## src/hw/rtl/kvs_pkg.sv

```systemverilog
// ----------------------------------------------------------------------------
// kvs_pkg
// Shared types and constants for the keyframe vector sampler.
// ----------------------------------------------------------------------------
package kvs_pkg;

  // Default keyframe store depth
  localparam int MAX_KEYS_DEF    = 64;
  // Interpolation needs at least this many keys
  localparam int MIN_INTERP_KEYS = 2;
  // Fraction bits of the 16.16 format and of the 0.16 blend factor
  localparam int FRAC_BITS       = 16;
  // Vector components per key
  localparam int NUM_COMP        = 3;

  // Input item kinds
  localparam logic KIND_LOAD  = 1'b0;
  localparam logic KIND_QUERY = 1'b1;

  // Result status codes
  typedef enum logic [1:0] {
    ST_INTERP = 2'd0,
    ST_SINGLE = 2'd1,
    ST_PAST   = 2'd2,
    ST_BEFORE = 2'd3
  } status_t;

  // Query sequencer states
  typedef enum logic [2:0] {
    S_IDLE,
    S_SCAN,
    S_DIV,
    S_LERP,
    S_POST
  } state_t;

  // One keyframe as stored: time and xyz value
  typedef struct packed {
    logic [31:0] tick;
    logic [31:0] x;
    logic [31:0] y;
    logic [31:0] z;
  } key_t;

endpackage

```

## src/hw/rtl/kvs_div.sv

```systemverilog
// ----------------------------------------------------------------------------
// kvs_div
// Restoring divider for the blend factor, one quotient bit per cycle.
// Computes floor((num << FRAC_BITS) / den) with num < den.
// ----------------------------------------------------------------------------
module kvs_div (
  input  logic                          clk,
  input  logic                          rst,
  input  logic                          start,
  input  logic [31:0]                   num,
  input  logic [31:0]                   den,
  output logic                          done,
  output logic [kvs_pkg::FRAC_BITS-1:0] quo
);

  localparam int CNTW = $clog2(kvs_pkg::FRAC_BITS + 1);

  logic            run;
  logic [CNTW-1:0] cnt;
  logic [31:0]     rem;
  logic [31:0]     dq;
  logic [32:0]     shifted;
  logic [32:0]     diff;
  logic            ge;

  // Shift, trial subtract and compare
  assign shifted = {rem, 1'b0};
  assign diff    = shifted - {1'b0, dq};
  assign ge      = shifted >= {1'b0, dq};

  // Control
  always_ff @(posedge clk) begin
    if (rst) begin
      run  <= 1'b0;
      done <= 1'b0;
      cnt  <= '0;
    end else begin
      done <= 1'b0;
      if (start) begin
        run <= 1'b1;
        cnt <= '0;
      end else if (run) begin
        cnt <= cnt + CNTW'(1);
        if (cnt == CNTW'(kvs_pkg::FRAC_BITS - 1)) begin
          run  <= 1'b0;
          done <= 1'b1;
        end
      end
    end
  end

  // Datapath; remainder stays below den so it fits 32 bits
  always_ff @(posedge clk) begin
    if (start) begin
      rem <= num;
      dq  <= den;
    end else if (run) begin
      rem <= ge ? diff[31:0] : shifted[31:0];
      quo <= {quo[kvs_pkg::FRAC_BITS-2:0], ge};
    end
  end

endmodule

```

## config.mk

```make
export PLATFORM = sky130hd
export DESIGN_NAME = kvs_div
export DESIGN_NICKNAME = d
export VERILOG_FILES = /design/src/hw/rtl/kvs_pkg.sv /design/src/hw/rtl/kvs_div.sv
export SDC_FILE = /design/constraint.sdc
export NUM_CORES = 1
export LEC_CHECK = 0
export BUFFER_PORTS_ARGS = -buffer_cell sky130_fd_sc_hd__buf_2
export CORE_MARGIN = 5
export CORE_UTILIZATION = 51
export CTS_CLUSTER_SIZE = 12
export DETAILED_ROUTE_END_ITERATION = 12
export PLACE_DENSITY_LB_ADDON = 0.25
export SYNTH_ARGS = -nofsm -noshare
export SYNTH_HDL_FRONTEND = slang
export SYNTH_SLANG_ARGS = --single-unit
```

## constraint.sdc

```tcl
create_clock -name clk -period 5.3 [get_ports clk]
set_input_delay 0.265 -clock clk [delete_from_list [all_inputs] [get_ports clk]]
set_output_delay 0.265 -clock clk [all_outputs]
set_load 0.03 [all_outputs]
```

==> metrics.md <==
| Metric | Value |
|---|---|
| CTS Hold Bufs | `0` |
| Primary FF master, synth | `edfxtp_1` |
| Overall power | `0.002554 W` |
| DR iter-0 viols | `245` |
| Initial Utilization | `51.56%` |
| Drt wl/cell | `15.77 um` |
| Leading area contributor after synthesis | `edfxtp_1` |
| Minimum hold slack | `0.05415 ns` |
| Arrival time worst endpoint | `3.51 ns` |
| Die width | `111.5 um` |
| Crit path max-delay family | `compound AO/OA/AOI/OAI gates` |
| Chip height | `111.5 um` |
| Vias in the first global route | `3913` |
| Class of the worst hold path | `input port to register` |
| GPL Wtd Cong | `0.8880` |
| RSZ-0062 raised after global routing | `false` |
| Number of vias per cell | `5.581` |
| Setup CP Type | `register to register` |
| Share of cells above drive strength 1 | `19.83%` |
| Finished Layout Cells | `721` |
| Skew-Pair Late Insertion Delay | `0.38 ns` |
| Pre-antenna DRT Iters | `5` |
| CTS clk-pin slew, worst paths | `0.10 ns` |
| First-pass GRT wire length | `18.95 mm` |
| Outcome | `finished clean` |
| Number of port buffers | `83` |
| RR Startpoint | `rem[3]$_DFFE_PP_` |
| Worst Path Max Fanout | `23` |
| Worst EP required | `5.51 ns` |
| Drt drc | `0` |
| # Max-Cap Violations | `0` |
| HPWL Detailed | `8.312 mm` |
| Post-Syn Area | `5251 um^2` |
| FF-to-FF setup slack | `1.99 ns` |
| Setup Skew | `0.01220 ns` |
| Top-area cell type share of the netlist area | `45.75%` |
| Slowest cell on crit path | `inv_2` |
| Buf/Inv on CP | `1` |
| Final Instance Area | `5948 um^2` |
| Min Tclk post-route | `3.306 ns` |
| Syn. warnings | `0` |
| Max clock buf depth | `2` |
| R2r endpoint | `rem[12]$_DFFE_PP_` |
| Pin count of the biggest net entering global routing | `50` |
| Hold EP | `dq[23]$_DFFE_PP_` |
| Slew HR | `40.24%` |
| LEAKAGE | `2.635 nW` |
| Syn Inst Count | `501` |
| Worst VDD drop | `0.2695 mV` |
| Worst Hold Path Cells | `1` |
| Root buf cell | `clkbuf_8` |
| ANT nets after route | `0` |
| Fin. Hold Viols | `0` |
| Crit-path cells | `ha_1 > nand3_1 > o21bai_1 > a211oi_2 > o311ai_1 > a31o_1 > a21o_1 > inv_2 > nand2_1 > o211ai_1` |
| CTS H-tree lvls | `3` |
| WL final | `11.37 mm` |
| Syn Nets | `603` |
| Achievable Freq | `302.5 MHz` |
| R2R depth | `10` |
| EDFF count, synth | `80` |
| Total track usage | `18.51%` |
| Layout net count | `682` |
| Clock Sink Count | `87` |
| Pwr per Cell Area | `429.4 nW/um^2` |
| Slew Limit Fails | `0` |
| Placed cells | `705` |
| Endpoints failing setup | `0` |
| Min-delay src | `den[23]` |
| CTS tree | `done` |
| CP peak stage delay | `0.46 ns` |
| # IOs | `84` |
| Post-CTS Setup Inserts | `0` |
| Tightest Pin Transition | `0.8955 ns` |
| CTS Buf Count | `9` |
| Post-CTS sizing | `0` |
| Core ar. | `10180 um^2` |
| Asr flop ratio synth | `0%` |
| Via count of the routed design | `4024` |
| Mapped Avg Cell Area | `10.48 um^2` |
| P&R area growth vs syn | `13.27%` |
| Antenna violations before repair | `0` |
| Total die area | `12430 um^2` |
| Yosys reg bits | `87` |
| Gr ovfl total | `0` |
| DP Area | `5766 um^2` |
| Top cells by count, synth | `edfxtp_1 (80), inv_1 (43), nand2_1 (43)` |
| Fin Setup TNS | `0 ns` |
| Rows | `37` |
| Most frequent cell after synthesis | `edfxtp_1` |
| Synth cell types | `65` |
| Synth top area cells | `edfxtp_1 (46%), ha_1 (8.1%), a21oi_1 (3.2%), mux2i_1 (3.2%), inv_1 (3.1%)` |
| Beginning of the critical path | `rem[3]$_DFFE_PP_` |
| Crit path capture type | `register` |
| # diodes | `0` |
| Sequential share of the synthesized area | `48.42%` |
| Startpoint Class | `register` |
| Final Cycle Share | `62.37%` |
## power breakdown
part | switching [W] | total [W] | internal [W]
logic | 0.000669 | 0.00116 | 0.000489
registers | 0.0000581 | 0.000950 | 0.000892
clock network | 0.000268 | 0.000447 | 0.000179
total | 0.000995 | 0.00255 | 0.00156
## kinds of logic after synthesis
family | synth area share, %
simple gates | 13.51
buf+inv | 4.932
fa+ha+maj | 8.482
compound gates | 17.70
xor+xnor | 3.502
mux | 3.455
flops | 48.42
## how the worst max path moves through the flow
stage	end	slack (ns)	cells past startpoint
final	rem[12]$_DFFE_PP_	1.99	10
after global routing	rem[4]$_DFFE_PP_	1.74	10
after CTS	rem[12]$_DFFE_PP_	2.05	10
after global placement	rem[4]$_DFFE_PP_	2.17	10
after detailed placement	rem[12]$_DFFE_PP_	2.05	10
after floorplan	rem[7]$_DFFE_PP_	2.48	11
## final cells by class
type	count	area, um^2
clock buffers	9	123.9
clock inverters	7	58.81
fillers	911	4237
inverters	44	165.2
multi-input cells	352	2450
flip-flops and latches	87	2542
well taps	136	170.2
repair buffers	86	437.9
## state kept, by name (all words and copies together) (netlist names)
name	flops
cnt	5
done	1
dq	32
quo	16
rem	32
run	1
## metal layers
layer	up-vias	track usage (%)	part of all wire, %
met5	-	0	0
met1	1891	24.98	47
met2	110	29.43	46
met3	11	5.380	5.5
li1	2012	-	-
met4	0	4.866	1.2
## cells in the final DEF (no fill, tap or decap), drive strengths merged, types with 4 or more instances in the layout
cell type  instances
nor3              13
mux2i             17
ha                34
o21bai             5
buf               86
a2bb2oi            5
o21a               4
a2111oi            4
nand4              6
nand2b             5
nand3             19
xor2              11
xnor2             10
nor2              21
o31ai              4
and3              10
o21ai             31
clkbuf             9
edfxtp            80
a21o              19
dfxtp              7
nand2             43
a211oi             4
a31oi              7
inv               49
nor2b              7
a21oi             36
## through the flow
step                      worst slack [ns]  util [%]
after global routing                 1.736     58.40
after global placement               2.167     56.61
after CTS                            2.048     58.40
after detailed placement             2.052     56.61
final                                1.994     58.40
after floorplan                      2.482         -
Power figures use the tool's default switching activity.
