## src/hw/rtl/kvs_pkg.sv

```systemverilog
// ----------------------------------------------------------------------------
// kvs_pkg
// Shared types and constants for the keyframe vector sampler.
// ----------------------------------------------------------------------------
package kvs_pkg;

  // Default keyframe store depth
  localparam int MAX_KEYS_DEF    = 64;
  // Interpolation needs at least this many keys
  localparam int MIN_INTERP_KEYS = 2;
  // Fraction bits of the 16.16 format and of the 0.16 blend factor
  localparam int FRAC_BITS       = 16;
  // Vector components per key
  localparam int NUM_COMP        = 3;

  // Input item kinds
  localparam logic KIND_LOAD  = 1'b0;
  localparam logic KIND_QUERY = 1'b1;

  // Result status codes
  typedef enum logic [1:0] {
    ST_INTERP = 2'd0,
    ST_SINGLE = 2'd1,
    ST_PAST   = 2'd2,
    ST_BEFORE = 2'd3
  } status_t;

  // Query sequencer states
  typedef enum logic [2:0] {
    S_IDLE,
    S_SCAN,
    S_DIV,
    S_LERP,
    S_POST
  } state_t;

  // One keyframe as stored: time and xyz value
  typedef struct packed {
    logic [31:0] tick;
    logic [31:0] x;
    logic [31:0] y;
    logic [31:0] z;
  } key_t;

endpackage

```

## src/hw/rtl/kvs_lerp.sv

```systemverilog
// ----------------------------------------------------------------------------
// kvs_lerp
// Shared multiplier that blends the three components one after another:
// res = v0 + floor(dv * f / 2^FRAC_BITS).
// ----------------------------------------------------------------------------
module kvs_lerp (
  input  logic                          clk,
  input  logic                          rst,
  input  logic                          start,
  input  logic [kvs_pkg::FRAC_BITS-1:0] f,
  input  logic signed [31:0]            v0 [kvs_pkg::NUM_COMP],
  input  logic signed [32:0]            dv [kvs_pkg::NUM_COMP],
  output logic                          done,
  output logic signed [31:0]            res [kvs_pkg::NUM_COMP]
);

  localparam int PW = 33 + kvs_pkg::FRAC_BITS + 1;
  localparam int LAST = kvs_pkg::NUM_COMP - 1;

  logic                 run;
  logic                 pv;
  logic [1:0]           cnt;
  logic [1:0]           pidx;
  logic signed [PW-1:0] prod;
  logic signed [32:0]   dsel;
  logic signed [31:0]   vsel;
  logic signed [PW-1:0] sum;

  // Operand selects for the multiply and add stages
  always_comb begin
    case (cnt)
      2'd0:    dsel = dv[0];
      2'd1:    dsel = dv[1];
      default: dsel = dv[2];
    endcase
    case (pidx)
      2'd0:    vsel = v0[0];
      2'd1:    vsel = v0[1];
      default: vsel = v0[2];
    endcase
  end

  // Arithmetic shift floors toward minus infinity
  assign sum = PW'(vsel) + (prod >>> kvs_pkg::FRAC_BITS);

  // Control
  always_ff @(posedge clk) begin
    if (rst) begin
      run  <= 1'b0;
      pv   <= 1'b0;
      done <= 1'b0;
      cnt  <= '0;
      pidx <= '0;
    end else begin
      done <= 1'b0;
      if (start) begin
        run <= 1'b1;
        pv  <= 1'b0;
        cnt <= '0;
      end else begin
        pv   <= run && (cnt != 2'(kvs_pkg::NUM_COMP));
        pidx <= cnt;
        if (run && (cnt != 2'(kvs_pkg::NUM_COMP))) begin
          cnt <= cnt + 2'd1;
        end
        if (pv && (pidx == 2'(LAST))) begin
          run  <= 1'b0;
          done <= 1'b1;
        end
      end
    end
  end

  // Multiply stage, then add stage
  always_ff @(posedge clk) begin
    prod <= dsel * $signed({1'b0, f});
    if (pv) begin
      res[pidx] <= sum[31:0];
    end
  end

endmodule

```

## config.mk

```make
export PLATFORM = sky130hd
export DESIGN_NAME = kvs_lerp
export DESIGN_NICKNAME = d
export VERILOG_FILES = /design/src/hw/rtl/kvs_pkg.sv /design/src/hw/rtl/kvs_lerp.sv
export SDC_FILE = /design/constraint.sdc
export NUM_CORES = 2
export LEC_CHECK = 0
export ABC_AREA = 1
export BUFFER_PORTS_ARGS = -buffer_cell sky130_fd_sc_hd__buf_4
export CAP_MARGIN = 5
export CORE_UTILIZATION = 55
export CTS_CLUSTER_DIAMETER = 50
export DETAILED_ROUTE_END_ITERATION = 12
export GPL_TIMING_DRIVEN = 0
export PLACE_DENSITY_LB_ADDON = 0.1
export RECOVER_POWER = 50
export SLEW_MARGIN = 40
export SYNTH_ARGS = -nofsm -noshare
export SYNTH_HDL_FRONTEND = slang
export SYNTH_SLANG_ARGS = --single-unit
```

## constraint.sdc

```tcl
create_clock -name clk -period 6.25 [get_ports clk]
set_clock_uncertainty 0.2 [all_clocks]
set_input_delay 0.625 -clock clk [delete_from_list [all_inputs] [get_ports clk]]
set_output_delay 0.625 -clock clk [all_outputs]
set_load 0.01 [all_outputs]
```

==> run metrics <==
run status finished, violations left; failing checks setup timing; largest fanout of any net on the critical path 10; number of nets produced by synthesis 4050; total vias in the final route around 24000; total wirelength of the detailed-routed design about 90000 um; endpoint arrival time on the critical path 6.81 ns; sequential standard cell area 0.00367 mm2; commonest cells after routing, fill and taps aside inv_1 (715), nand2_1 (603), fa_1 (462), buf_4 (435), nor2_1 (360); Syn-to-layout area delta 28.8%; cell taking the most area after synthesis fa_1; total congestion overflow after global routing 0; number of primary I/O pins 311; required time of the critical path 6.40 ns; area used by multi-input combinational logic 0.0206 mm2; count of cells along the worst register-to-register path 29; share of synthesized cell area in and, or, nand and nor gates 0.197; slack of the worst reg-to-reg path -0.37 ns; share of synthesized flip-flops with an asynchronous set or reset 0; root buf cell clkbuf_16; synthesized-area fraction occupied by ao, oa, aoi and oai cells 0.0681; Post-Synthesis Cell Area around 0.026 mm2; Initial DRT Pass Iterations 7; area share of the largest cell type after synthesis 0.379; final number of hold-violating endpoints 0; starting DRC count in detailed routing about 2000; hold endpoint run$_SDFFE_PP0P_; final weighted congestion in routability-driven placement 1.00; row count 79; Highest Clock Rate ~150 MHz; startpoint of the most critical hold path rst; die width 219 um; initial antenna violation count 1; number of enable-type register cells in the synthesized netlist 96; hpwl dp 73500 um; largest family of logic cells by synthesized area adder cells; CTS clk-pin slew, worst paths approximately 0.070 ns; Maximum Capacitance Violations 0; Post-Route Hold Slack 0.179 ns; utilization after layout 0.717; Post-Synthesis Mean Instance Area 8.09 um2; setup repair after global routing missed its margin yes; count of non-filler cells in the finished layout 4317; fraction of layout instances using a drive strength above 1 0.270; H-tree depth reported by CTS 4; path category of the worst min-delay check in -> reg; most common flop cell mapped by yosys edfxtp_1; count of antenna-violating nets left after detailed routing 0; final-layout fill cell count between 3000 and 4000; startpoint type of the worst setup path input port; routed wire length per instance 20.9 um; commonest non-fill, non-tap cell in the layout inv_1; number of storage elements in the synthesis netlist about 140; worst setup slack after layout -0.406 ns; main area contributors after synthesis fa_1 (38%), edfxtp_1 (11%), inv_1 (11%), nand2_1 (10%), ha_1 (7.1%); clock insertion delay at the later pin of the skew report between 0.4 and 0.5 ns; number of warning messages in the yosys log 0; share of the synthesized netlist area taken by xor and xnor gates 0.0125; Tot GR Track Use 0.379; initial standard-cell utilization of the core 0.557; wire length of the first global-routing pass around 140000 um; CTS sink cnt 135; nature of the critical path endpoint flop; total core area 0.0465 mm2; number of placed instances, taps included roughly 4100; Hold Path Depth 2; synthesized instance count 3200; Final setup viols 29; final routed DRC violation total 0; multiplexer fraction of the synthesized cell area 0; Period minus WS final 6.66 ns; number of distinct standard cells referenced by the synthesized netlist 48; CTS Buf Count 17; worst slew margin relative to its limit 0.373; Final #Nets ~4500; number of max-slew violations in the final report 0; maximum number of pins on one net before global-route repair 20; post-cts hold buffer count 0; Seq/Total Area, Yosys 0.142; CTS Buffer Depth 2; part of the cycle the worst path needs 1.06; critical register-to-register path startpoint cnt[1]$_SDFFE_PP0P_; area share of fa/ha/maj cells after synthesis 0.450; Total Die Area 0.0479 mm2; Vert. Die Dim roughly 220 um; vias in the first global route 24200; CTS tree built; CP Class in -> reg; number of input and output port buffers inserted 304; Worst Max-Slew Pin Slew between 0.9 and 1 ns; antenna fix cells 0; per-cell via count in the routed design 5.52; capturing point of the worst reg2reg path prod[42]$_DFF_P_
[registers in the layout, summed over array words and instances (netlist names)]
signal,cells
res,96
done,1
pidx,2
prod,32
cnt,2
run,1
pv,1
[critical path: stages]
cell      delay (ns)
clkbuf_1        0.38
inv_1           0.41
clkbuf_2        0.48
nor2_1          0.28
fa_1            0.48
fa_1            0.48
fa_1            0.53
fa_1            0.53
fa_1            0.53
inv_2           0.05
fa_2            0.58
inv_2           0.06
ha_4            0.35
nand2_8         0.10
nor2_4          0.18
nand2_2         0.08
nor2_2          0.14
nand4_1         0.19
nand3_1         0.14
nand2_1         0.08
nand2_2         0.11
[synthesized netlist by cell type, drive strengths merged, types with 4 or more instances]
library cell,n
buf,34
clkbuf,53
nand2,707
a21o,9
o22ai,31
nor3,15
xnor2,6
ha,146
nor4,5
edfxtp,96
nand3,72
a22o,32
nor2,436
nand4,18
a21oi,111
o21ai,38
inv,795
o211ai,4
nand3b,6
o21bai,12
xor2,31
dfxtp,39
fa,490
[per-layer routing]
| layer | up-vias | wire length, um | GRT usage |
|---|---|---|---|
| li1 | 10500 | - | - |
| met1 | 11700 | 34000 | 0.480 |
| met2 | 1300 | 41800 | 0.617 |
| met3 | 286 | 9000 | 0.0845 |
| met4 | 0 | 5210 | 0.177 |
| met5 | - | 0 | 0 |
[worst max-delay path by stage]
stage | startpoint | to | slack [ns] | cells after the start
CTS | cnt[1]$_SDFFE_PP0P_ | prod[32]$_DFF_P_ | -0.22 | 31
detailed placement | f[2] | prod[44]$_DFF_P_ | -1.41 | 21
floorplan | cnt[0]$_SDFFE_PP0P_ | prod[47]$_DFF_P_ | 0.03 | 27
finish | f[12] | prod[42]$_DFF_P_ | -0.41 | 21
global placement | f[2] | prod[46]$_DFF_P_ | -1.36 | 22
global route | cnt[0]$_SDFFE_PP0P_ | prod[36]$_DFF_P_ | -0.48 | 29
[final cells by class]
class / instances / share of cell area
repair buffers: 477 / 0.118
repair inverters: 1 / 0.000225
plain buffers: 87 / 0.0190
inverters: 796 / 0.0932
well taps: 607 / 0.0228
clock inverters: 15 / 0.00593
multi-input cells: 2182 / 0.618
clock buffers: 17 / 0.0128
flip-flops and latches: 135 / 0.110
[kinds of logic (layout without fill, tap and decap cells)]
kind of cell               count (synthesis)  in the layout
DFF                                      135            135
buffers and inverters                    883           1393
xor gates and xnor gates                  37             37
and+or+nand+nor                         1262           1262
AOI/OAI and AO/OA                        247            247
adders and majority gates                636            636
[metrics by stage]
stage / setup TNS (ns) / cell area (um2) / setup slack (ns)
floorplan: 0 / 25900 / 0.0293
finish: -6.59 / 33300 / -0.406
global placement: -38.77 / 28900 / -1.36
detailed placement: -28.73 / 29000 / -1.41
global route: -11.08 / 33300 / -0.483
CTS: -3.87 / 32300 / -0.219
[repair_timing]
item                                    4_1_cts  5_1_grt
hold endpoints to repair                      0        0
buffers inserted                            114       48
gates cloned                                  6        1
endpoints found under the setup margin       32       32
pin swaps                                   108      175
resized for setup                           375      213
Power is not shown: default switching activity piles up to over one toggle a cycle in this logic, so the estimate is an artifact.
